### config.mk
export PLATFORM = sky130hd
export DESIGN_NAME = smm_queue
export DESIGN_NICKNAME = d
export VERILOG_FILES = /design/src/design/smm_pkg.sv /design/src/design/smm_queue.sv
export SDC_FILE = /design/constraint.sdc
export NUM_CORES = 1
export LEC_CHECK = 0
export ABC_CLOCK_PERIOD_IN_PS = 1900
export BUFFER_PORTS_ARGS = -buffer_cell sky130_fd_sc_hd__buf_2
export CORE_MARGIN = 3
export CORE_UTILIZATION = 35
export DETAILED_ROUTE_END_ITERATION = 8
export GPL_TIMING_DRIVEN = 0
export PLACE_DENSITY_LB_ADDON = 0.1
export SLEW_MARGIN = 40
export SYNTH_ARGS = -nofsm -noshare
export SYNTH_HDL_FRONTEND = slang
export SYNTH_SLANG_ARGS = --single-unit
### constraint.sdc
create_clock -name clock -period 1.9 [get_ports clock]
set_input_delay 0.285 -clock clock [delete_from_list [all_inputs] [get_ports clock]]
set_output_delay 0.285 -clock clock [all_outputs]
set_load 0.005 [all_outputs]
### src/design/smm_pkg.sv
`timescale 1ns / 1ps
package smm_pkg;
   localparam int MAX_DIM_DEFAULT    = 64;
   localparam int DATA_WIDTH_DEFAULT = 32;
   localparam int DIM_CFG_W          = 7;
   localparam int DIM_RESET          = 64;
   localparam int QUEUE_DEPTH        = 4;

   localparam logic CMD_B = 1'b0;
   localparam logic CMD_A = 1'b1;
endpackage

### src/design/smm_queue.sv
`timescale 1ns / 1ps
module smm_queue #(
   parameter int WIDTH = 8,
   parameter int DEPTH = smm_pkg::QUEUE_DEPTH
) (
   input  logic             clock,
   input  logic             reset,
   input  logic             push,
   input  logic [WIDTH-1:0] push_data,
   output logic             full,
   input  logic             pop,
   output logic             head_valid,
   output logic [WIDTH-1:0] head_data
);
   localparam int PTR_W = (DEPTH > 1) ? $clog2(DEPTH) : 1;
   localparam int CNT_W = $clog2(DEPTH + 1);

   logic [WIDTH-1:0] slot_ff [DEPTH];
   logic [PTR_W-1:0] wr_ptr_ff, wr_ptr_in;
   logic [PTR_W-1:0] rd_ptr_ff, rd_ptr_in;
   logic [CNT_W-1:0] count_ff, count_in;
   logic             do_push, do_pop;

   assign full       = (count_ff == CNT_W'(DEPTH));
   assign head_valid = (count_ff != '0);
   assign head_data  = slot_ff[rd_ptr_ff];
   assign do_push    = push && !full;
   assign do_pop     = pop && head_valid;

   always_comb begin
      wr_ptr_in = wr_ptr_ff;
      rd_ptr_in = rd_ptr_ff;
      count_in  = count_ff;
      if (do_push) begin
         wr_ptr_in = (wr_ptr_ff == PTR_W'(DEPTH - 1)) ? '0 : wr_ptr_ff + 1'b1;
      end
      if (do_pop) begin
         rd_ptr_in = (rd_ptr_ff == PTR_W'(DEPTH - 1)) ? '0 : rd_ptr_ff + 1'b1;
      end
      if (do_push && !do_pop) begin
         count_in = count_ff + 1'b1;
      end else if (do_pop && !do_push) begin
         count_in = count_ff - 1'b1;
      end
   end

   always_ff @(posedge clock) begin
      if (reset) begin
         wr_ptr_ff <= '0;
         rd_ptr_ff <= '0;
         count_ff  <= '0;
      end else begin
         wr_ptr_ff <= wr_ptr_in;
         rd_ptr_ff <= rd_ptr_in;
         count_ff  <= count_in;
      end
   end

   always_ff @(posedge clock) begin
      if (do_push) begin
         slot_ff[wr_ptr_ff] <= push_data;
      end
   end
endmodule

## Yosys cells after proc, flatten, opt, wreduce, memory -nomap -nowiden

Memory sizes are Yosys's and may differ from the RTL's. A register that Yosys moved wholly into a read port is not among the register bits.
Index checks and enable logic that the tools add are counted.

| operators by class | value |
|---|---|
| reduce and logical (&&, ||, !) cells | 9 |
| shifts and indexed selects | 0 |
| equal/unequal tests | 3 |
| $mul | 0 |
| bitwise gates (word level) | 0 |
| multiplexer cells | 8 |
| $add $sub $neg | 4 |
| divide/modulo/power cells | 0 |
| magnitude comparators | 0 |

Operators with widths:

| operator | count |
|---|---|
| $mux 2 | 4 |
| $mux 3 | 2 |
| $add 2x1->2 const B | 2 |
| $eq 2x2->1 const B | 2 |
| $logic_and 1x1->1 | 4 |
| $add 3x1->3 const B | 1 |
| $eq 3x3->1 const B | 1 |
| $logic_not 1->1 | 3 |
| $reduce_bool 3->1 | 1 |
| $sub 3x1->3 const B | 1 |
| $mux 1 | 2 |
| $reduce_bool 2->1 | 1 |

| word-level totals | value |
|---|---|
| ROM bits | 0 |
| memories | 1 |
| logic and storage cells | 28 |
| flip-flop bits (word level) | 7 |
| bits in writable memories | 32 |
| bits in latches | 0 |
| output and inout port bits | 10 |

Memory list:

| name | depth | bits a word | read ports | clocked after memory_dff | wr ports | line | source |
|---|---|---|---|---|---|---|---|
| slot_ff | 4 | 8 | 1 | 1 | 1 | smm_queue.sv:18 | `logic [WIDTH-1:0] slot_ff [DEPTH];` |

## Depth between registers and ports, before layout

Gate-level depths: netlist (run 1).

| depth | value |
|---|---|
| word-level depth | 7 |
| depth in mapped cells | 10 |
| gate-level depth less buffers | 9 |

## Least setup slack after synthesis (run 1)

No wires, ideal clock.

| timing path | value |
|---|---|
| path kind | flip-flop to flip-flop |
| start | register count_ff[0] |
| end | register count_ff[2] |
| arrival time | 1.983 ns |
| setup time | 0.070 ns |
| path slack | -0.154 ns |
| data required time | 1.830 ns |
| stages on the path, launching flop included | 11 |
| clock period less this slack | 2.054 ns |
| cell sequence | dfxtp_1 > or3b_1 > buf_6 > clkinv_8 > nor2_4 > ha_1 > inv_1 > fa_1 > xor2_1 > or3_1 > a21oi_1 |

| between the ends | value |
|---|---|
| cells in the longest elaborated chain, start to end | 6 |
| elaborated cells between the ends (all ways) | 14 |
| classes of those cells | 2 x add/sub; 1 x eq/ne; 2 x mux; 9 x reduce/logical |

RTL lines:

| what | line | source |
|---|---|---|
| from (decl) | smm_queue.sv:21 | `logic [CNT_W-1:0] count_ff, count_in;` |
| from (signal assigned) | smm_queue.sv:55 | `count_ff <= count_in;` |
| $eq 3x3->1 * | smm_queue.sv:24 | `assign full = (count_ff == CNT_W'(DEPTH));` |
| named net full | smm_queue.sv:10 | `output logic full,` |
| $logic_not 1->1 * | smm_queue.sv:27 | `assign do_push = push && !full;` |
| $logic_and 1x1->1 * | smm_queue.sv:27 |  |
| named net do_push | smm_queue.sv:22 | `logic do_push, do_pop;` |
| $logic_not 1->1 | smm_queue.sv:42 | `end else if (do_pop && !do_push) begin` |
| $logic_and 1x1->1 | smm_queue.sv:42 |  |
| $reduce_bool 2->1 (no line) | -- |  |

The timed path passes the listed nets; every way through them passes the cells marked *. The select of a mux whose other input is x is not followed.
A chain may end at the register's enable or synchronous reset.

## Worst setup path after layout (run 1)

| timing path | value |
|---|---|
| start | register count_ff[2] |
| end | register count_ff[2] |

| between the ends | value |
|---|---|
| cells in the longest elaborated chain, start to end | 6 |
| elaborated cells between the ends (all ways) | 14 |
| classes of those cells | 2 x add/sub; 1 x eq/ne; 2 x mux; 9 x reduce/logical |

RTL lines:

| what | line |
|---|---|
| $eq 3x3->1 * | smm_queue.sv:24 |
| $logic_not 1->1 * | smm_queue.sv:27 |
| $logic_and 1x1->1 * | smm_queue.sv:27 |
| named net do_push | smm_queue.sv:22 |
| $logic_not 1->1 | smm_queue.sv:42 |
| $logic_and 1x1->1 | smm_queue.sv:42 |
| $reduce_bool 2->1 (no line) | -- |

Marked as above.

==> impl_metrics.yaml, run 1 <==
yosys:
  netlist_area_sq_um: 1670
  synth_seq_cells: 41
  syn-num-nets: 111
  synth_cells: 92
  yosysWarnings: 0
  synth_cell_types: 27
  ys_seq_area_share_pct: 68.3
  avgSynthCellArea_sq_um: 18.2
sta:
  worstMarginPinSlew_ns: 0.481
  rsz0062_at_grt: "true"
  slew_headroom_pct: 67.9
  hold_ws_ns: 0.205
  fin_worst_skew_ns: 0.00778
  timing.final.hold_violations: 0
  setup_violations: 1
  maxSlewViolCount: 0
  fin_crit_ns: 2.04
  finalCritPeriodShare_pct: 108
  fmax_mhz: 489
  setup_ws_ns: -0.143
critical_path:
  critPathMaxFanout: 5
  r2r_start: "count_ff[2]"
  crit_start: "count_ff[2]"
  startpoint_type: "flop"
  cp-end-kind: "flop"
  path_class: "flop to flop"
  r2r_end: "count_ff[2]"
  crit_required_ns: 2.12
  r2r_setup_slack_ns: -0.14
  crit_arrival_ns: 2.26
  worstRegToRegCells: 10
clock_tree:
  clk_path_buf_depth: 2
  clock_latency_ns: 0.29
  root_buffer: "clkbuf_8"
  clk_pin_slew_worst_paths_ns: 0.08
  cts.sink_count: 41
  cts_buffers: 5
  cts_tree: "yes"
  cts_max_level: 2
run_status:
  violations: "setup timing"
  status: "finished, violations left"
route:
  vias: 870
  wl_per_cell_microns: 16.1
  via_per_inst: 4.92
  drt-initial-drc-count: 58
  wirelength_microns: 2850
  drc: 0
  dr.pass1.iters: 4
  drtAntennaViolNets: 0
pwr:
  p_int_mw: 1.88
  combinationalPowerShare_pct: 27.1
  power_frac_clock_pct: 27.1
  p_switching_mw: 0.695
  swShare_pct: 27.0
  seqPwrFrac_pct: 45.7
  power.leakage_nw: 0.757
  power_density_nw_per_um2: 1270
  vdd_ir_drop_max_mv: 0.596
die:
  dieArea_sq_um: 5640
  die_height_microns: 75.1
  rows: 24
  start_util_pct: 37.3
  pin_count: 22
  die_w_microns: 75.1
  core_area_sq_um: 4470
grt:
  grt_pass1_wl_microns: 4640
  grt_use_total_pct: 11.9
  grt_max_degree: 15
  grt_pass1_vias: 912
  overflow: 0
  antenna_found_initial: 0
worst_hold_path:
  hold_end: "slot_ff[2][7]"
  min_path_type: "input port to flop"
  holdPathStages: 1
  hold_start: "push_data[7]"
cells_and_area:
  drive_gt1_share_pct: 45.6
  final_common_cell: "edfxtp_1"
  area_delta_synth_final_pct: 21.6
  num-nets-final: 143
  final_cell_mix: "edfxtp_1, buf_2, mux4_2, dfxtp_1, buf_4"
  num_antenna_cells: 0
place:
  gp_congestion: 0.638
  dp_hpwl_microns: 1880
  port_buffers: 20
  dp_slack_ns: -0.244
flow_run:
  drv_cap: 0
## cell usage after synthesis
library cell  instances  area [sq um]
edfxtp_1             32           961
dfxtp_1               9           180
mux4_2                8           180
ha_1                  6          75.1
and3_1                4          25.0
inv_1                 3          11.3
nor2_1                3          11.3
or3_1                 3          18.8
a21oi_1               2          10.0
mux2i_1               2          20.0
nand3_1               2          10.0
o31ai_2               2          25.0
xor2_1                2          17.5
a21oi_2               1          8.76
buf_1                 1          3.75
buf_2                 1          5.00
buf_6                 1          11.3
bufinv_8              1          17.5
clkbuf_1              1          3.75
clkinv_8              1          16.3
fa_1                  1          20.0
nand2_1               1          3.75
nor2_4                1          11.3
nor3_1                1          5.00
o21ai_0               1          5.00
o21ai_1               1          5.00
or3b_1                1          8.76
## state kept, by name, summed over array words and instances (netlist names), named ones only
register   count
count_ff       3
rd_ptr_ff      2
slot_ff       32
wr_ptr_ff      2
## through the flow
stage | TNS, ns | power (mW) | cell area, sq um | util (%) | std cells
finish | -0.143 | 2.57 | 2030 | 45.4 | 177
CTS | -0.145 | 2.60 | 2020 | 45.2 | 177
detailed placement | -0.327 | 1.81 | 1850 | 41.2 | 164
global route | -0.350 | 2.74 | 2030 | 45.4 | 177
floorplan | -0.0285 | 1.61 | 1680 | - | 92
global placement | -0.199 | 1.79 | 1850 | 41.2 | 164
## routing by layer
metal | vias to the layer above | share of wire, % | track usage (%)
met5 | - | 0 | 0
met4 | 0 | 1.0 | 5.34
met2 | 17 | 52 | 20.3
li1 | 416 | - | -
met3 | 2 | 4.6 | 5.34
met1 | 435 | 42 | 12.7
## worst max path at each step
stage                     slack (ns)     endpoint  cells after the start
after global routing           -0.24  count_ff[2]                     10
after detailed placement       -0.24  count_ff[2]                      7
after CTS                      -0.15  count_ff[2]                     10
after floorplan                -0.03  count_ff[2]                     10
after global placement         -0.15  count_ff[2]                      7
final                          -0.14  count_ff[2]                     10
## power by group through the flow
stage / combinational [mW] / sequential (mW) / clock [mW]
CTS: 0.712 / 1.16 / 0.721
global route: 0.790 / 1.19 / 0.757
finish: 0.698 / 1.18 / 0.698
global placement: 0.615 / 1.18 / 0
detailed placement: 0.627 / 1.19 / 0
floorplan: 0.437 / 1.17 / 0
## cell type report
type | instances | area (sq um)
clock inverter | 3 | 46.3
multi-input combinational | 42 | 488
tap | 52 | 65.1
fill | 408 | 2440
inverter | 5 | 45.0
buffer | 3 | 22.5
timing repair buffer | 26 | 145
sequential | 41 | 1150
clock buffer | 5 | 68.8
## logic make-up (layout without fill, tap and decap cells)
family / count (synthesis) / in the layout / share of synthesized area (%)
AO/OA/AOI/OAI: 7 / 7 / 3.22
adder cells (fa/ha/maj): 7 / 7 / 5.69
buffers and inverters: 9 / 42 / 4.12
multiplexers: 10 / 10 / 12.0
flip-flops: 41 / 41 / 68.3
XOR/XNOR: 2 / 2 / 1.05
AND/OR/NAND/NOR: 16 / 16 / 5.62
## critical path, stage by stage, from the launching register on
cell      delay, ns
dfxtp_2        0.35
or3b_1         0.18
buf_6          0.12
clkinv_8       0.04
nor2_4         0.13
ha_4           0.15
inv_2          0.04
fa_2           0.33
xor2_1         0.17
or3_1          0.32
a21oi_2        0.12
## what timing repair did
action,CTS,global route
setup endpoints to repair,2,10
hold buffers,0,0
resized for setup,5,2
setup buffers,5,1
pin swaps,1,1
endpoints found under the hold margin,0,0
Power figures use the tool's default switching activity.
==> run 2, diff against run 1 <==
--- a/config.mk
+++ b/config.mk
@@ -6,7 +6,7 @@
 export NUM_CORES = 1
 export LEC_CHECK = 0
 export ABC_CLOCK_PERIOD_IN_PS = 1900
-export BUFFER_PORTS_ARGS = -buffer_cell sky130_fd_sc_hd__buf_2
+export BUFFER_PORTS_ARGS = -buffer_cell sky130_fd_sc_hd__buf_4
 export CORE_MARGIN = 3
 export CORE_UTILIZATION = 35
 export DETAILED_ROUTE_END_ITERATION = 8
==> run 2 against run 1 <==
Effect of this change: the flow still finishes with violations (setup timing); clock skew up 0.0022 ns; fmax rose by 2.3%; global-route usage fell by 0.46 points; register-to-register slack improved by 0.05 ns; largest cell class unchanged.
==> impl_metrics.yaml, run 2 (synthesis results as in run 1) <==
sta:
  fin_worst_skew_ns: 0.00995
  slew_headroom_pct: 68.0
  hold_ws_ns: 0.190
  finalCritPeriodShare_pct: 105
  setup_violations: 1
  rsz0062_at_grt: "true"
  fmax_mhz: 501
  maxSlewViolCount: 0
  setup_ws_ns: -0.0972
  fin_crit_ns: 2.00
  worstMarginPinSlew_ns: 0.480
  timing.final.hold_violations: 0
cells_and_area:
  design_area_sq_um: 2100
  post_layout_nonfiller_instances: 179
  top_register: "slot_ff"
  num-nets-final: 145
  area_delta_synth_final_pct: 25.5
  final_core_util_pct: 46.9
  num_antenna_cells: 0
  largest_reg_flops: 32
  n_fill_cell: 406
  final_common_cell: "edfxtp_1"
  drive_gt1_share_pct: 47.2
  reg_top3: "slot_ff x32, count_ff x3"
  final_cell_mix: "edfxtp_1, buf_4, mux4_2, dfxtp_1"
route:
  drtAntennaViolNets: 0
  vias: 864
  dr.pass1.iters: 4
  drt-initial-drc-count: 19
  wl_per_cell_microns: 15.9
  wirelength_microns: 2840
  via_per_inst: 4.83
  drc: 0
die:
  start_util_pct: 37.3
  die_height_microns: 75.1
  rows: 24
  dieArea_sq_um: 5640
  pin_count: 22
  die_w_microns: 75.1
  core_area_sq_um: 4470
pwr:
  vdd_ir_drop_max_mv: 0.519
  power_density_nw_per_um2: 1260
  power.leakage_nw: 0.785
clock_tree:
  cts_max_level: 2
  hold_buffers: 0
  cts_tree: "yes"
  cts.sink_count: 41
  cts_buffers: 5
  clock_latency_ns: 0.29
  root_buffer: "clkbuf_8"
  clk_path_buf_depth: 2
  clk_pin_slew_worst_paths_ns: 0.09
critical_path:
  crit_arrival_ns: 2.22
  crit_start: "count_ff[2]"
  crit_required_ns: 2.13
  crit_path_end: "count_ff[2]"
  cp-end-kind: "flop"
  r2r_setup_slack_ns: -0.1
  path_class: "flop to flop"
  worstRegToRegCells: 8
  r2r_end: "count_ff[2]"
  startpoint_type: "flop"
  r2r_start: "count_ff[2]"
  critPathMaxFanout: 4
grt:
  grt_pass1_wl_microns: 4550
  grt_use_total_pct: 11.5
  antenna_found_initial: 0
  overflow: 0
  grt_max_degree: 15
  grt_pass1_vias: 937
place:
  gp_congestion: 0.676
  placed_area_sq_um: 1900
  placed_cells: 164
  dp_hpwl_microns: 1830
  port_buffers: 20
run_status:
  violations: "setup timing"
  status: "finished, violations left"
flow_run:
  drv_cap: 0
worst_hold_path:
  min_path_type: "input port to flop"
[run 2: changes by cell type in the layout (fill, tap and decap cells not counted), sizes merged]
cell and change:
buf +3, clkbuf -1
[run 2: area by class of cell]
type | count | area [sq um] | share of cell area (%)
Buffer | 2 | 11.3 | 0.537
Clock buffer | 5 | 68.8 | 3.28
Clock inverter | 3 | 46.3 | 2.21
Inverter | 5 | 45.0 | 2.15
Multi-Input combinational cell | 42 | 490 | 23.4
Sequential cell | 41 | 1150 | 55.0
Tap cell | 52 | 65.1 | 3.10
Timing Repair Buffer | 29 | 218 | 10.4
[run 2: metrics by stage]
stage	power, mW	setup slack (ns)	setup TNS, ns
after floorplan	1.61	-0.0285	-0.0285
after detailed placement	1.86	-0.178	-0.256
after CTS	2.66	-0.113	-0.121
after global routing	2.80	-0.161	-0.167
final	2.65	-0.0972	-0.0972
after global placement	1.85	-0.142	-0.194
[run 2: per-layer routing]
layer,share of wire [%],global-route usage (%),up-vias
li1,-,-,420
met2,53,19.7,17
met3,3.3,2.80,4
met1,42,13.0,423
met5,0,0,-
met4,1.3,6.52,0
[run 2: worst max-delay path, stage by stage, from the launching register on]
cell,delay (ns)
dfxtp_4,0.35
buf_4,0.13
o31ai_4,0.28
ha_4,0.19
inv_2,0.04
fa_2,0.33
xor2_1,0.17
or3_1,0.32
a21oi_2,0.11
[run 2: where the power goes]
group	internal [mW]	switching (mW)
Sequential	1.11	0.0719
Clock	0.393	0.310
Combinational	0.447	0.324
[run 2: worst min path at each step]
stage	from	slack (ns)	depth (start not counted)	endpoint
final	push_data[7]	0.19	1	slot_ff[3][7]
after global routing	push_data[1]	0.18	1	slot_ff[3][1]
after CTS	push_data[7]	0.18	1	slot_ff[3][7]
after detailed placement	rd_ptr_ff[0]	0.48	2	flop
after global placement	rd_ptr_ff[0]	0.48	2	rd_ptr_ff[0]
after floorplan	push_data[0]	0.38	0	slot_ff[0][0]
[run 2: repair_timing]
item,in CTS,in global routing
resized for setup,7,2
setup buffers,7,2
gates cloned,0,0
setup endpoints to repair,4,2
pin swaps,1,1
==> run 3, diff against run 2 <==
--- a/config.mk
+++ b/config.mk
@@ -7,6 +7,8 @@
 export LEC_CHECK = 0
 export ABC_CLOCK_PERIOD_IN_PS = 1900
 export BUFFER_PORTS_ARGS = -buffer_cell sky130_fd_sc_hd__buf_4
+export CELL_PAD_IN_SITES_DETAIL_PLACEMENT = 1
+export CELL_PAD_IN_SITES_GLOBAL_PLACEMENT = 2
 export CORE_MARGIN = 3
 export CORE_UTILIZATION = 35
 export DETAILED_ROUTE_END_ITERATION = 8
==> run 3 against run 2 <==
Effect of this change: the flow still finishes with violations (setup timing); power down 1.0%; combinational power down 4.9%; via count up 2.8%; sequential power about the same; sequential share of layout area up 0.83 points.
==> impl_metrics.yaml, run 3 (synthesis results as in run 1) <==
run_status:
  status: "finished, violations left"
  violations: "setup timing"
place:
  placed_area_sq_um: 1900
  gp_congestion: 0.729
  port_buffers: 20
  dp_hpwl_microns: 2080
  placed_cells: 164
route:
  drt-initial-drc-count: 28
  drc: 0
  dr.pass1.iters: 4
  wl_per_cell_microns: 17.2
  vias: 888
  wirelength_microns: 3030
  via_per_inst: 5.05
  drtAntennaViolNets: 0
cells_and_area:
  reg_top3: "slot_ff x32, count_ff x3"
  top_register: "slot_ff"
  final_cell_mix: "edfxtp_1, buf_4, mux4_2, dfxtp_1, clkbuf_8"
  design_area_sq_um: 2070
  drive_gt1_share_pct: 45.2
  num_antenna_cells: 0
  largest_reg_flops: 32
  area_delta_synth_final_pct: 23.7
  num-nets-final: 142
  post_layout_nonfiller_instances: 176
  final_common_cell: "edfxtp_1"
critical_path:
  startpoint_type: "flop"
  cp-end-kind: "flop"
  critPathMaxFanout: 5
  crit_arrival_ns: 2.24
  path_class: "flop to flop"
  r2r_end: "count_ff[2]"
  worstRegToRegCells: 9
  r2r_start: "count_ff[2]"
  crit_path_end: "count_ff[2]"
  crit_start: "count_ff[2]"
  r2r_setup_slack_ns: -0.13
  crit_required_ns: 2.11
clock_tree:
  cts_tree: "yes"
  clock_latency_ns: 0.29
  clk_pin_slew_worst_paths_ns: 0.08
  clk_path_buf_depth: 2
  cts_max_level: 2
  cts_buffers: 5
  cts.sink_count: 41
  root_buffer: "clkbuf_8"
  hold_buffers: 0
sta:
  timing.final.hold_violations: 0
  fin_crit_ns: 2.03
  rsz0062_at_grt: "true"
  slew_headroom_pct: 68.7
  maxSlewViolCount: 0
  fmax_mhz: 493
  finalCritPeriodShare_pct: 107
  worstMarginPinSlew_ns: 0.470
  fin_worst_skew_ns: 0.00722
  setup_ws_ns: -0.127
  setup_violations: 1
grt:
  overflow: 0
  grt_pass1_vias: 971
  grt_pass1_wl_microns: 4890
  antenna_found_initial: 0
  grt_max_degree: 13
  grt_use_total_pct: 12.5
die:
  die_w_microns: 75.1
  die_height_microns: 75.1
  core_area_sq_um: 4470
  dieArea_sq_um: 5640
  pin_count: 22
  start_util_pct: 37.3
  rows: 24
pwr:
  power_mw: 2.63
  power_density_nw_per_um2: 1270
  vdd_ir_drop_max_mv: 0.501
  power.leakage_nw: 0.772
worst_hold_path:
  min_path_type: "input port to flop"
flow_run:
  drv_cap: 0
[run 3: cell count changes in the layout (fill, tap and decap cells not counted), sizes merged]
cell      change
buf           -3
clkinvlp      -1
clkinv        -1
clkbuf        +2
[run 3: metal layers]
layer,vias up,share of wire [%],GRT usage [%]
met5,-,0,0
met4,0,1.4,4.74
met3,6,4.1,4.01
met2,18,54,21.7
met1,452,40,14.4
li1,412,-,-
[run 3: area by class of cell]
cell class / instances / area [sq um]
timing repair buffer: 26 / 195
clock buffer: 7 / 86.3
clock inverter: 1 / 30.0
fill: 440 / 2410
tap: 52 / 65.1
multi-input combinational: 42 / 480
inverter: 5 / 45.0
sequential: 41 / 1150
buffer: 2 / 11.3
[run 3: power breakdown]
part | total, mW | switching (mW) | internal, mW
sequential | 1.18 | 0.0788 | 1.11
combinational | 0.733 | 0.318 | 0.415
clock | 0.707 | 0.279 | 0.428
total | 2.63 | 0.676 | 1.95
[run 3: worst min path at each step]
| stage | from | end | slack [ns] | cells after the start |
|---|---|---|---|---|
| 3_3_place_gp | rd_ptr_ff[0] | rd_ptr_ff[0] | 0.48 | 2 |
| 3_5_place_dp | push_data[4] | slot_ff[1][4] | 0.49 | 1 |
| 4_1_cts | push_data[4] | slot_ff[2][4] | 0.19 | 1 |
| 5_1_grt | push_data[3] | slot_ff[2][3] | 0.18 | 1 |
| 6_report | push_data[2] | slot_ff[0][2] | 0.20 | 1 |
| 2_1_floorplan | push_data[0] | slot_ff[0][0] | 0.38 | 0 |
[run 3: per-stage QoR]
step                      util (%)  setup slack, ns  setup TNS (ns)  hold WS, ns
final                         46.2           -0.127          -0.127        0.198
after global routing          46.2           -0.254          -0.343        0.182
after CTS                     45.9           -0.149          -0.233        0.187
after detailed placement      42.4           -0.232          -0.353        0.494
after global placement        42.4           -0.161          -0.197        0.482
after floorplan                  -          -0.0285         -0.0285        0.384
[run 3: repair_timing]
action | in CTS | in global routing
buffers inserted | 4 | 2
cloned | 0 | 0
resized for setup | 4 | 4
pin swaps | 1 | 1
setup endpoints to repair | 7 | 2
[run 3: critical path: stages, from the launching register on]
cell,delay [ns]
dfxtp_4,0.36
or3b_4,0.28
clkinv_8,0.05
nor2_4,0.11
ha_2,0.19
inv_2,0.04
fa_2,0.32
xor2_1,0.17
or3_1,0.32
a21oi_2,0.11
