<file path="src/design/smm_pkg.sv">
`timescale 1ns / 1ps
package smm_pkg;
   localparam int MAX_DIM_DEFAULT    = 64;
   localparam int DATA_WIDTH_DEFAULT = 32;
   localparam int DIM_CFG_W          = 7;
   localparam int DIM_RESET          = 64;
   localparam int QUEUE_DEPTH        = 4;

   localparam logic CMD_B = 1'b0;
   localparam logic CMD_A = 1'b1;
endpackage

</file>
<file path="src/design/smm_req_if.sv">
`timescale 1ns / 1ps
interface smm_req_if #(
   parameter int DATA_W = smm_pkg::DATA_WIDTH_DEFAULT
);
   logic                     valid;
   logic                     ready;
   logic                     cmd;
   logic signed [DATA_W-1:0] element_value;

   modport source (output valid, output cmd, output element_value, input ready);
   modport sink   (input valid, input cmd, input element_value, output ready);
endinterface

</file>
<file path="src/design/smm_front.sv">
`timescale 1ns / 1ps
module smm_front #(
   parameter int MAX_DIM = smm_pkg::MAX_DIM_DEFAULT,
   parameter int DATA_W  = smm_pkg::DATA_WIDTH_DEFAULT,
   parameter int IDX_W   = $clog2(MAX_DIM),
   parameter int ENT_W   = 2 + 2 * IDX_W + DATA_W
) (
   input  logic                           clock,
   input  logic                           reset,
   input  logic                           csr_we,
   input  logic [smm_pkg::DIM_CFG_W-1:0]  csr_wdata,
   smm_req_if.sink                        req_ch,
   input  logic                           queue_full,
   output logic                           push,
   output logic [ENT_W-1:0]               push_entry,
   output logic [IDX_W-1:0]               dim_m1
);
   localparam int RESET_DIM = (smm_pkg::DIM_RESET > MAX_DIM) ? MAX_DIM : smm_pkg::DIM_RESET;

   typedef struct packed {
      logic              is_a;
      logic              last;
      logic [IDX_W-1:0]  row;
      logic [IDX_W-1:0]  col;
      logic [DATA_W-1:0] value;
   } entry_type;

   logic [IDX_W-1:0] dim_m1_ff, dim_m1_in;
   logic [IDX_W-1:0] b_row_ff, b_row_in, b_col_ff, b_col_in;
   logic [IDX_W-1:0] a_row_ff, a_row_in, a_col_ff, a_col_in;
   logic             accept, is_a;
   entry_type        entry;

   assign req_ch.ready = !queue_full;
   assign accept       = req_ch.valid && !queue_full;
   assign is_a         = (req_ch.cmd == smm_pkg::CMD_A);
   assign push         = accept;
   assign dim_m1       = dim_m1_ff;

   // A dimension of zero counts as one; anything above the maximum saturates.
   always_comb begin
      if (csr_wdata == '0) begin
         dim_m1_in = '0;
      end else if (int'(csr_wdata) > MAX_DIM) begin
         dim_m1_in = IDX_W'(MAX_DIM - 1);
      end else begin
         dim_m1_in = IDX_W'(csr_wdata - 1'b1);
      end
   end

   always_comb begin
      entry.is_a  = is_a;
      entry.value = req_ch.element_value;
      if (is_a) begin
         entry.last = (a_col_ff == dim_m1_ff);
         entry.row  = a_row_ff;
         entry.col  = a_col_ff;
      end else begin
         entry.last = 1'b0;
         entry.row  = b_row_ff;
         entry.col  = b_col_ff;
      end
   end
   assign push_entry = entry;

   always_comb begin
      b_row_in = b_row_ff;
      b_col_in = b_col_ff;
      a_row_in = a_row_ff;
      a_col_in = a_col_ff;
      if (accept && !is_a) begin
         if (b_col_ff == dim_m1_ff) begin
            b_col_in = '0;
            b_row_in = (b_row_ff == dim_m1_ff) ? '0 : b_row_ff + 1'b1;
         end else begin
            b_col_in = b_col_ff + 1'b1;
         end
      end
      if (accept && is_a) begin
         if (a_col_ff == dim_m1_ff) begin
            a_col_in = '0;
            a_row_in = (a_row_ff == dim_m1_ff) ? '0 : a_row_ff + 1'b1;
         end else begin
            a_col_in = a_col_ff + 1'b1;
         end
      end
   end

   always_ff @(posedge clock) begin
      if (reset) begin
         dim_m1_ff <= IDX_W'(RESET_DIM - 1);
         b_row_ff  <= '0;
         b_col_ff  <= '0;
         a_row_ff  <= '0;
         a_col_ff  <= '0;
      end else if (csr_we) begin
         // A new dimension restarts both loads.
         dim_m1_ff <= dim_m1_in;
         b_row_ff  <= '0;
         b_col_ff  <= '0;
         a_row_ff  <= '0;
         a_col_ff  <= '0;
      end else begin
         b_row_ff  <= b_row_in;
         b_col_ff  <= b_col_in;
         a_row_ff  <= a_row_in;
         a_col_ff  <= a_col_in;
      end
   end
endmodule

</file>
<file path="src/flat_wrapper.sv">
// flat-port wrapper written by rule: the top's interface ports become plain ports
module smm_front_flat 
#(
   parameter int MAX_DIM = smm_pkg::MAX_DIM_DEFAULT,
   parameter int DATA_W  = smm_pkg::DATA_WIDTH_DEFAULT,
   parameter int IDX_W   = $clog2(MAX_DIM),
   parameter int ENT_W   = 2 + 2 * IDX_W + DATA_W
)
  (clock, reset, csr_we, csr_wdata, queue_full, push, push_entry, dim_m1, req_ch_valid, req_ch_cmd, req_ch_element_value, req_ch_ready);
  smm_req_if #(.DATA_W(DATA_W)) req_ch_i ();
  input  logic clock;
  input  logic reset;
  input  logic csr_we;
  input  logic [smm_pkg::DIM_CFG_W-1:0] csr_wdata;
  input  logic queue_full;
  output logic push;
  output logic [ENT_W-1:0] push_entry;
  output logic [IDX_W-1:0] dim_m1;
  input wire logic [$bits(req_ch_i.valid)-1:0] req_ch_valid;
  input wire logic [$bits(req_ch_i.cmd)-1:0] req_ch_cmd;
  input wire logic [$bits(req_ch_i.element_value)-1:0] req_ch_element_value;
  output wire logic [$bits(req_ch_i.ready)-1:0] req_ch_ready;
  assign req_ch_i.valid = req_ch_valid;
  assign req_ch_i.cmd = req_ch_cmd;
  assign req_ch_i.element_value = req_ch_element_value;
  assign req_ch_ready = req_ch_i.ready;
  smm_front #(.MAX_DIM(MAX_DIM), .DATA_W(DATA_W), .IDX_W(IDX_W), .ENT_W(ENT_W)) u_core (.clock(clock), .reset(reset), .csr_we(csr_we), .csr_wdata(csr_wdata), .req_ch(req_ch_i), .queue_full(queue_full), .push(push), .push_entry(push_entry), .dim_m1(dim_m1));
endmodule
</file>
<file path="config.mk">
export PLATFORM = sky130hd
export DESIGN_NAME = smm_front_flat
export DESIGN_NICKNAME = d
export VERILOG_FILES = /design/src/design/smm_pkg.sv /design/src/design/smm_req_if.sv /design/src/design/smm_front.sv /design/src/flat_wrapper.sv
export SDC_FILE = /design/constraint.sdc
export NUM_CORES = 1
export LEC_CHECK = 0
export BUFFER_PORTS_ARGS = -buffer_cell sky130_fd_sc_hd__buf_2
export CORE_MARGIN = 2
export CORE_UTILIZATION = 52
export CTS_CLUSTER_SIZE = 16
export DETAILED_ROUTE_END_ITERATION = 8
export PLACE_DENSITY = 0.89
export SYNTH_ARGS = -nofsm -noshare
export SYNTH_HDL_FRONTEND = slang
export SYNTH_SLANG_ARGS = --single-unit
</file>
<file path="constraint.sdc">
create_clock -name clock -period 4.9 [get_ports clock]
set_clock_uncertainty 0.05 [all_clocks]
set_input_delay 0.735 -clock clock [delete_from_list [all_inputs] [get_ports clock]]
set_output_delay 0.735 -clock clock [all_outputs]
set_load 0.1 [all_outputs]
</file>
# Word-level counts from Yosys, hierarchy flattened
# Index checks and enable logic that the tools add are counted.
[totals] regBits=30 latchBits=0 ramBits=0 mem_bits_ro=0 inputBits=45 word_cells=31 mem_count=0
[classes] add_sub_neg=5 n_mul=0 div_mod_pow=0 order_cmp=1 eq_ne=4 n_shift=0 muxes=7 bitwise=0 reduce_logical=9
[op_table] operator="6-bit two-way mux" count=6
[op_table] operator="6-bit by 1-bit adder with 6-bit output (second input constant)" count=4
[op_table] operator="6-bit == test" count=4
[op_table] operator="13-bit two-way mux" count=1
[op_table] operator="7-bit greater-than comparator (second input constant)" count=1
[op_table] operator="7-bit zero test" count=1
[op_table] operator="6-bit by 1-bit subtractor with 6-bit output (second input constant)" count=1
[op_table] operator="2-bit AND reduction" count=2
[op_table] operator="1-bit logical AND" count=3
[op_table] operator="1-bit zero test" count=2
[op_table] operator="2-bit OR reduction" count=1

# Logic depth before layout (Yosys ltp)
# Gate-level depths: netlist of the first run.
[logic_depth] word_depth=4 mapped_depth=7

# Worst setup path before layout of the first run
# Ideal clock, no wire load.
[synth_path] kind="in2out" start="input port req_ch_cmd" end="output port push_entry[40]" arrival_ps=3209 required_time_ps=4115 slack_ps=906 cell_stages=3 n_path_buf=2 path_cell_list="buf_2 clkbuf_1 o21ai_0"
[synth_between] elab_chain_cells=1
[synth_rtl] element="start: declaration" line_no="flat_wrapper.sv:20" rtl="input wire logic [$bits(req_ch_i.cmd)-1:0] req_ch_cmd;"
[synth_rtl] element="13-bit two-way mux" line_no="smm_front.sv:54" rtl="if (is_a) begin"
[synth_rtl] element="end: declaration" line_no="flat_wrapper.sv:17" rtl="output logic [ENT_W-1:0] push_entry;"
# Every way passes these cells.

# Worst setup path after layout of the first run
[layout_path] start="register u_core.dim_m1_ff[5], in the netlist u_core.dim_m1[5]" end="output port push_entry[44]"
[layout_between] elab_chain_cells=2
[layout_rtl] element="start: declaration" line_no="smm_front.sv:28" rtl="logic [IDX_W-1:0] dim_m1_ff, dim_m1_in;"
[layout_rtl] element="start signal: assignment" line_no="smm_front.sv:91" rtl="dim_m1_ff <= IDX_W'(RESET_DIM - 1);"
[layout_rtl] element="start signal: assignment" line_no="smm_front.sv:98" rtl="dim_m1_ff <= dim_m1_in;"
[layout_rtl] element="6-bit == test" line_no="smm_front.sv:55" rtl="entry.last = (a_col_ff == dim_m1_ff);"
[layout_rtl] element="13-bit two-way mux" line_no="smm_front.sv:54"
# Every way passes these cells.

==> metrics.txt, run 1 <==
WP data required 4120 ps; worst-case vdd ir drop around 0.14 mV; hpwl dp 3487 µm; Slew Limit Fails 0; worst skew pair latency 290 ps; Synth async-reset ratio 0%; Post-synth top cells buf_4, dfxtp_1, xor2_1; share of cells above drive strength 1 20.82%; DIE AREA 4869 µm²; depth of the worst hold-timing path 1; Cell Rows 23; CP Capture Type primary output; Worst Setup Start Kind flop; clock tree sinks 30; largest net degree at the start of global routing 23; Fin. Hold Viols 0; Mapped Avg Cell Area slightly above 8 µm²; drt pass-1 iters 4; clock transition at the registers of the reported paths 60 ps; Post-CTS Setup Bufs 0; post-cts resize count 0; Post-layout nets 320; Hold Crit Class reg -> reg; area grow syn2layout -0.5560%; synth top area cells dfxtp_1, buf_4, xor2_1; setup TNS 0 ps; Boundary Pins 99; WS Path Type reg -> out; Fill cells 395; I/O Buffers 34; Max-slew headroom 46.95%; Synthesized Nets 325; sequential element share of the synthesized area 26.70%; All-Layer GR Usage 20.54%; result of the run finished, final reports clean; Chip Height 69.78 µm; # setup viols final 0; remaining antenna violation count 0; final non-filler cell area 2237 µm²; Synth Cell Area between 2000 and 2500 µm²; Synth Register Bits 30; # DRC 0; P_leak 0.8788 nW; max-cap violations 0; RSZ-0062 raised after global routing false; die width approximately 70 µm; Core ar. 4086 µm²; largest area contributor in the netlist dfxtp_1; Most used DFF post-synth dfxtp_1; drt initial violations ~120; wire per inst between 10 and 15 µm; Longest Clk Path Bufs 2; Max Fclk 362.3 MHz; clock tree root buffer cell clkbuf_8; number of inserted diodes 0; aggregate routed wire length 4600 µm; CTS tree yes; yosys warns 0; most common cell in the netlist buf_4; synth unique cells between 40 and 50; global-route wire length before repair 8017 µm; vias per std cell 5.624; initial antenna violation count 0; Worst R2R Path Depth 5; Worst-Margin Slew approximately 800 ps; Post-synth EDFFs 0; Num CTS Buffers 5; H-tree depth 2; GPL Wtd Cong around 0.83; Final min period 2760 ps; Worst EP arrival 1980 ps; vias in the first global route between 1500 and 2000; PD cells 242.4 nW/µm²; crit-path max FO 6; Final Cycle Share 56.33%; Cells after Synth 274; Vias 1794; Yosys top cell area share 26.70%; Area after DPL 2161 µm²; hold buffers post-CTS 0; gr ovfl total 0; Initial Util 55.05%
[cells by family after synthesis]
kind of cell	synth area share (%)
multiplexers	4.450
AO/OA/AOI/OAI	16.91
XOR/XNOR	13.24
adder cells (fa/ha/maj)	3.337
flip-flops	26.70
buffers and inverters	16.13
AND/OR/NAND/NOR	19.24
[report_power, final]
group           total, W  switching (W)  internal, W  leakage [nW]
clock           0.000188      0.0000910    0.0000975        0.0383
sequential      0.000258      0.0000103     0.000248         0.243
combinational  0.0000958      0.0000702    0.0000255         0.597
[placed cells by master, fill, tap and decap left out, types with 2 or more instances in the layout]
master,netlist,final
buf_2,8,34
dfxtp_1,30,30
xor2_1,24,24
nand2_1,22,22
a21oi_1,21,21
nor2_1,18,18
o21ai_0,12,12
inv_1,10,10
xnor2_1,10,10
mux2_2,8,8
nand3_1,7,7
nand4_1,6,6
ha_1,6,6
nor3_1,5,5
clkbuf_8,0,5
o22ai_1,4,4
o21ai_1,4,4
and3_1,3,3
nand2b_1,3,3
a21boi_1,3,3
a211oi_1,3,3
nor4_4,2,2
nand3b_1,2,2
and2_1,2,2
or3_1,2,2
o31ai_2,2,2
o31ai_1,2,2
clkbuf_1,3,2
[stage by stage]
stage | total power (W) | hold slack, ps | worst slack (ps) | utilization (%) | instances
detailed placement | 0.0003589 | 474.9 | 2321 | 52.88 | 312
CTS | 0.0005469 | 483.1 | 2142 | 54.75 | 319
finish | 0.0005424 | 489.4 | 2140 | 54.75 | 319
floorplan | 0.0004662 | 431.6 | 905.6 | - | 274
global placement | 0.0003567 | 453.6 | 2392 | 52.88 | 312
global route | 0.0005640 | 511.9 | 2055 | 54.75 | 319
[worst max-delay path: stages, from the launching register on]
cell and delay (ps):
dfxtp_1 550, xor2_1 170, nor4_4 350, and3_1 200, buf_2 420
[layout make-up]
type	count	area (µm²)	area share (%)
Sequential cell	30	600.6	26.85
Clock buffer	7	76.32	3.412
Tap cell	50	62.56	2.796
Inverter	11	41.29	1.846
Multi-Input combinational cell	187	1286	57.49
Timing Repair Buffer	34	170.2	7.606
[worst paths after layout]
check                           slack, ps               start            endpoint
worst max register to register       2710    u_core.dim_m1[2]  u_core.b_row_ff[3]
worst min-delay path                  490  u_core.b_row_ff[0]  u_core.b_row_ff[0]
worst min register to register        490  u_core.b_row_ff[0]  u_core.b_row_ff[0]
worst max-delay path                 2140    u_core.dim_m1[5]      push_entry[44]
[sequential cells by signal (all words and copies together), names as in the netlist]
name             flops
u_core.b_row_ff      6
u_core.b_col_ff      6
u_core.dim_m1        6
u_core.a_col_ff      6
u_core.a_row_ff      6
[metal layers]
metal	global-route usage [%]	part of all wire, %	wire length [µm]
met2	33.97	49	2232
met4	9.188	1.9	89
met5	0	0	0
met3	6.541	5.6	259
met1	24.16	44	2018
No activity file was read; power rests on OpenSTA's default activity.
==> inputs of run 2 (changes only) <==
- ABC_AREA: default -> 1
- CORE_UTILIZATION: 52 -> 49
- PLACE_DENSITY: 0.89 -> 0.83
- clock period: 4.9 -> 2.88 ns (I/O delays scaled with it)
==> run 2 against run 1 <==
Compared with the run above: sequential cell count unchanged; die area increased by 17%; utilization decreased by 1.2 points; combinational power increased by 87%; area after synthesis increased by 11%; highest routed layer unchanged.
==> metrics.txt, run 2 <==
initial antenna violation count 0 (unchanged); RSZ-0062 raised after global routing false; hpwl dp 4306 µm (+23%); Chip Height 75.39 µm (+8.0%); # DRC 0 (unchanged); Final WS setup 502.8 ps (-1637 ps); share of cells above drive strength 1 22.08% (+1.3 points); Yosys top cell area share 24.05% (-2.6 points); Post-synth EDFFs 0 (unchanged); max-cap violations 0 (unchanged); post-cts resize count 0 (unchanged); CTS tree yes; global-route wire length before repair 9515 µm (+19%); Worst Setup Start Kind flop; CP Capture Type primary output; Final min period approximately 2400 ps; crit-path max FO 6 (unchanged); area grow syn2layout 3.256%; GPL Wtd Cong 0.9079 (+9.7%); I/O Buffers 34 (unchanged); drt pass-1 iters 5 (+1); setup TNS 0 ps (unchanged); remaining antenna violation count 0 (unchanged); Boundary Pins 99 (unchanged); # setup viols final 0 (unchanged); Final Cycle Share 82.54%; Fill cells 473 (+20%); final non-filler cell area 2579 µm² (+15%); clock tree sinks 30 (unchanged); Initial Util 51.84% (-3.2 points); Max-slew headroom 66.46% (+20 points); Num CTS Buffers 5 (unchanged); met3 GRT Util 6.085% (-0.46 points); All-Layer GR Usage 21.98% (+1.4 points); Synth Cell Area 2497 µm² (+11%); final non-filler cell total 461 (+45%); Post-synth top cells nand2_1, inv_1, nor2_1; Place WS 852.3 ps (-1469 ps); overall power 0.0009876 W (+82%); clock tree root buffer cell clkbuf_8; worst skew pair latency 300 ps (about the same); Area after DPL 2484 µm² (+15%); yosys warns 0 (unchanged); hold buffers post-CTS 0 (unchanged); most frequent cells in the layout nand2_1, inv_1, nor2_1, buf_2, dfxtp_1; Most used DFF post-synth dfxtp_1; Slew Limit Fails 0 (unchanged); wire per inst 12.43 µm (-14%); worst-case vdd ir drop 0.1949 mV (+41%); vias in the first global route 2176 (+25%); largest net degree at the start of global routing 27 (+17%); most common cell after layout, fill and taps aside nand2_1; dpl cells 453 (+45%); number of buffers and inverters on the critical path 2 (+1); Cells after Synth 390 (+42%); PD cells 383.0 nW/µm² (+58%); synth top area cells dfxtp_1, nand2_1, buf_4; Worst EP arrival 1900 ps (-80 ps); gr ovfl total 0 (unchanged); Synth Register Bits 30 (unchanged); WP data required 2400 ps (-1720 ps); Longest Clk Path Bufs 2 (unchanged); Fin. Hold Viols 0 (unchanged); synth unique cells 31 (-33%); clock transition at the registers of the reported paths 70 ps (about the same); Max Fclk 420.7 MHz; Seq pwr share 44.2% (-3.4 points); die width 75.39 µm (+8.0%); Worst-Margin Slew 501.3 ps (-289.7 ps); Core ar. 4817 µm² (+18%); most common cell in the netlist nand2_1; CP top delay family buffers and inverters; met2 Use GR 37.58% (+3.6 points); number of inserted diodes 0 (unchanged); aggregate routed wire length 5729 µm (+25%); sequential element share of the synthesized area 24.05% (-2.6 points); Cell Rows 25 (+8.7%); critical path's largest stage delay 510 ps (-40 ps); drt initial violations 163 (+31%); Synth async-reset ratio 0% (unchanged); DIE AREA 5684 µm² (+17%); H-tree depth 2 (unchanged); clock share of power 37.7% (+2.9 points); busiest layer in global routing met2; result of the run finished, final reports clean; vias per std cell 5.065 (-9.9%); Synthesized Nets 441 (+36%); R2R Setup Slk 1240 ps (-1470 ps); Pint 0.0006536 W (+76%); WS Path Type reg -> out; Crit-path slowest cell dfxtp_1; met1 Use GR 25.54% (+1.4 points); Mapped Avg Cell Area 6.404 µm² (-22%); Switching Fraction 33.82% (+2.2 points); Comb pwr share 18.1% (+0.4 points); P_leak 1.243 nW (+41%); Post-layout nets 444 (+39%); Post-CTS Setup Bufs 0 (unchanged); Hold Crit Class in -> reg; Vias 2335 (+30%); largest area contributor in the netlist dfxtp_1; crit-path cells inv_2, nand2_1, nand2_2, nor2_4, nand3_2, nor2_2, buf_2; P_sw 0.0003340 W (+95%)
## run 2: cell count changes after synthesis, sizes merged, moves of 6 or more
cell | before | now
nor2 | 18 | 44
inv | 10 | 53
o21ai | 16 | 22
mux2 | 8 | 0
a21oi | 21 | 14
nand3 | 8 | 19
xnor2 | 10 | 1
buf | 43 | 36
xor2 | 24 | 15
nand2 | 22 | 136
## run 2: final cells by class
type	instances	area [µm²]	share of cell area, %
Tap cell	67	83.83	3.251
Timing Repair Buffer	34	170.2	6.599
Clock buffer	6	82.58	3.202
Sequential cell	30	600.6	23.29
Multi-Input combinational cell	269	1430	55.46
Clock inverter	2	12.51	0.4852
Inverter	53	198.9	7.715
## run 2: power groups by stage
stage                     clock network (W)  registers (W)  logic [W]
after global placement                    0       0.000445   0.000174
after detailed placement                  0       0.000446   0.000177
after CTS                          0.000376       0.000436   0.000178
after global routing               0.000395       0.000437   0.000194
after floorplan                           0       0.000481   0.000312
final                              0.000372       0.000437   0.000179
## run 2: worst register-to-register path, delay by kind of cell, from the launching register on
kind,cells,cell delay (ps)
simple gates,6,830
flops,1,510
buf+inv,1,130
## run 2: worst paths after layout
kind	from	cells after the start	to
worst min-delay path	reset	3	u_core.dim_m1[5]
worst min register to register	u_core.b_row_ff[5]	2	u_core.b_row_ff[5]
worst max-delay path	u_core.dim_m1[4]	7	push_entry[44]
worst max register to register	u_core.dim_m1[4]	7	u_core.a_col_ff[5]
## run 2: routing by layer
| metal | part of all wire [%] | vias to the layer above |
|---|---|---|
| met3 | 9.5 | 10 |
| met2 | 46 | 105 |
| met5 | 0 | - |
| li1 | - | 1173 |
| met1 | 43 | 1047 |
| met4 | 1.8 | 0 |
## run 2: logic make-up after synthesis
| kind of cell | Yosys count | synth area share, % |
|---|---|---|
| AND/OR/NAND/NOR | 208 | 39.58 |
| buffers and inverters | 91 | 18.79 |
| AO/OA/AOI/OAI | 39 | 8.968 |
| flip-flops | 30 | 24.05 |
| XOR/XNOR | 16 | 5.611 |
| adder cells (fa/ha/maj) | 6 | 3.006 |
## run 2: stage by stage
stage | hold WS, ps | utilization, %
floorplan | 433.1 | -
global placement | 454.2 | 51.56
detailed placement | 458.8 | 51.56
CTS | 350.0 | 53.53
global route | 376.5 | 53.53
finish | 356.0 | 53.53
==> inputs of run 3 (changes only) <==
- CORE_UTILIZATION: 49 -> 45
- PLACE_DENSITY: 0.83 -> 0.8
- clock period: 2.88 -> 2.1 ns (I/O delays scaled with it)
==> run 3 against run 2 <==
Compared with the run above: count of clock-buffer cells in the layout unchanged; sequential share of layout area down 0.17 points; first-iteration DRC count down 32%; final cell count up 1.5%; global-route usage down 3.1 points; critical endpoint unchanged; largest cell class unchanged.
==> metrics.txt, run 3 (synthesized netlist as in run 2, its figures left out) <==
result of the run finished, final reports clean; Worst Setup Start Kind flop; RSZ-0062 raised after global routing false; # setup viols final 0 (unchanged); remaining antenna violation count 0 (unchanged); DIE AREA 6161 µm² (+8.4%); crit-path max FO 6 (unchanged); initial antenna violation count 0 (unchanged); Max Fclk about 510 MHz; I/O Buffers 34 (unchanged); H-tree depth 2 (unchanged); drt initial violations 111 (-32%); WP data required 1740 ps (-660 ps); wire per inst 12.02 µm (-3.3%); most frequent cells in the layout nand2_1, inv_1, nor2_1, buf_2, dfxtp_1; max-cap violations 0 (unchanged); clock tree sinks 30 (unchanged); Pint 0.0008998 W (+38%); All-Layer GR Usage 18.91% (-3.1 points); Slew Limit Fails 0 (unchanged); PD cells 509.4 nW/µm² (+33%); Final Cycle Share roughly 94%; share of cells above drive strength 1 24.75% (+2.7 points); Chip Height 78.50 µm (+4.1%); most common cell after layout, fill and taps aside nand2_1; Longest Clk Path Bufs 2 (unchanged); P_leak 1.258 nW (+1.2%); worst skew pair latency 290 ps (about the same); global-route wire length before repair 9349 µm (-1.7%); Worst-Margin Slew 540.6 ps (+39.35 ps); Vias 2305 (-1.3%); CP dominant cell by count nand2_1; Num CTS Buffers 5 (unchanged); critical path's largest stage delay 410 ps (-100 ps); Switching Fraction 32.84% (-0.99 points); die width 78.50 µm (+4.1%); Max-slew headroom 63.92% (-2.5 points); Cell Rows 27 (+8.0%); crit-path cells inv_2, nand2_1, nand2_1, nor2_2, nand3_2, nor2_4, buf_6; Boundary Pins 99 (unchanged); Hold Crit Class in -> reg; CTS tree yes; vias in the first global route 2137 (-1.8%); Post-layout nets 446 (+0.45%); aggregate routed wire length 5626 µm (-1.8%); hpwl dp 4342 µm (+0.84%); clock tree root buffer cell clkbuf_8; Fin. Hold Viols 0 (unchanged); # DRC 0 (unchanged); drt pass-1 iters 4 (-1); Post-CTS Setup Bufs 0 (unchanged); P_sw 0.0004400 W (+32%); Seq pwr share 44.8% (+0.6 points); vias per std cell 4.925 (-2.8%); clock transition at the registers of the reported paths 70 ps (about the same); area grow syn2layout 5.311%; Crit-path slowest cell dfxtp_2; Worst EP arrival 1600 ps (-300 ps); Initial Util 45.92% (-5.9 points); number of inserted diodes 0 (unchanged); worst-case vdd ir drop 0.2291 mV (+18%); number of buffers and inverters on the critical path 2 (unchanged); gr ovfl total 0 (unchanged); Core ar. 5439 µm² (+13%); largest net degree at the start of global routing 27 (unchanged); overall power 0.001340 W (+36%); WS Path Type reg -> out; GPL Wtd Cong 0.8861 (-2.4%); CP top delay family simple AND/OR/NAND/NOR gates; Final min period 1964 ps; clock share of power 36.5% (-1.2 points); hold slack final 258.5 ps (-97.49 ps); CP Capture Type primary output; Comb pwr share 18.7% (+0.6 points)
==> run 3: cell types whose count changed in the layout (fill, tap and decap cells not counted) <==
| cell | change |
|---|---|
| nor2_4 | +1 |
| buf_6 | +1 |
| dfxtp_1 | -6 |
| dfxtp_2 | +6 |
| nor2_2 | -1 |
| o21ai_0 | -9 |
| o21ai_1 | +6 |
| o21ai_2 | +3 |
| buf_2 | -1 |
| buf_4 | +2 |
==> run 3: cell type report <==
| type | count | area (µm²) |
|---|---|---|
| sequential | 30 | 608.1 |
| tap | 72 | 90.09 |
| clock buffer | 6 | 82.58 |
| inverter | 53 | 198.9 |
| timing repair buffer | 36 | 191.4 |
| clock inverter | 2 | 12.51 |
| multi-input combinational | 269 | 1446 |
| fill | 557 | 2809 |
==> run 3: stage by stage <==
stage	TNS, ps	utilization (%)	worst slack, ps	area, µm²	std cells
global route	0	48.36	35.49	2630	468
global placement	0	46.49	312.4	2529	460
CTS	0	48.29	83.15	2626	468
finish	0	48.36	136.4	2630	468
detailed placement	0	46.49	267.2	2529	460
floorplan	-1249	-	-138.8	2524	390
==> run 3: timing repair <==
item                       CTS  global route
hold buffers                 0             0
setup endpoints to repair    1             1
resized for setup            1             1
==> run 3: final timing paths <==
path / start / endpoint / slack [ps] / cells past startpoint
worst max-delay path: u_core.dim_m1[2] / push_entry[44] / 140 / 7
worst min-delay path: csr_we / u_core.dim_m1[0] / 260 / 2
worst max register to register: u_core.dim_m1[2] / u_core.a_col_ff[5] / 590 / 7
worst min register to register: u_core.b_row_ff[4] / u_core.b_row_ff[4] / 470 / 2
==> run 3: power by group through the flow <==
stage | combinational (W) | clock, W | sequential (W)
global route | 0.000269 | 0.000533 | 0.000600
CTS | 0.000250 | 0.000503 | 0.000599
finish | 0.000250 | 0.000489 | 0.000600
detailed placement | 0.000249 | 0 | 0.000612
floorplan | 0.000429 | 0 | 0.000661
global placement | 0.000244 | 0 | 0.000612
==> run 3: routing by layer <==
layer,GRT usage (%),part of all wire [%],vias up
li1,-,-,1177
met1,22.92,43,1044
met2,31.98,48,75
met3,4.598,7.4,9
met4,7.719,1.2,0
met5,0,0,-
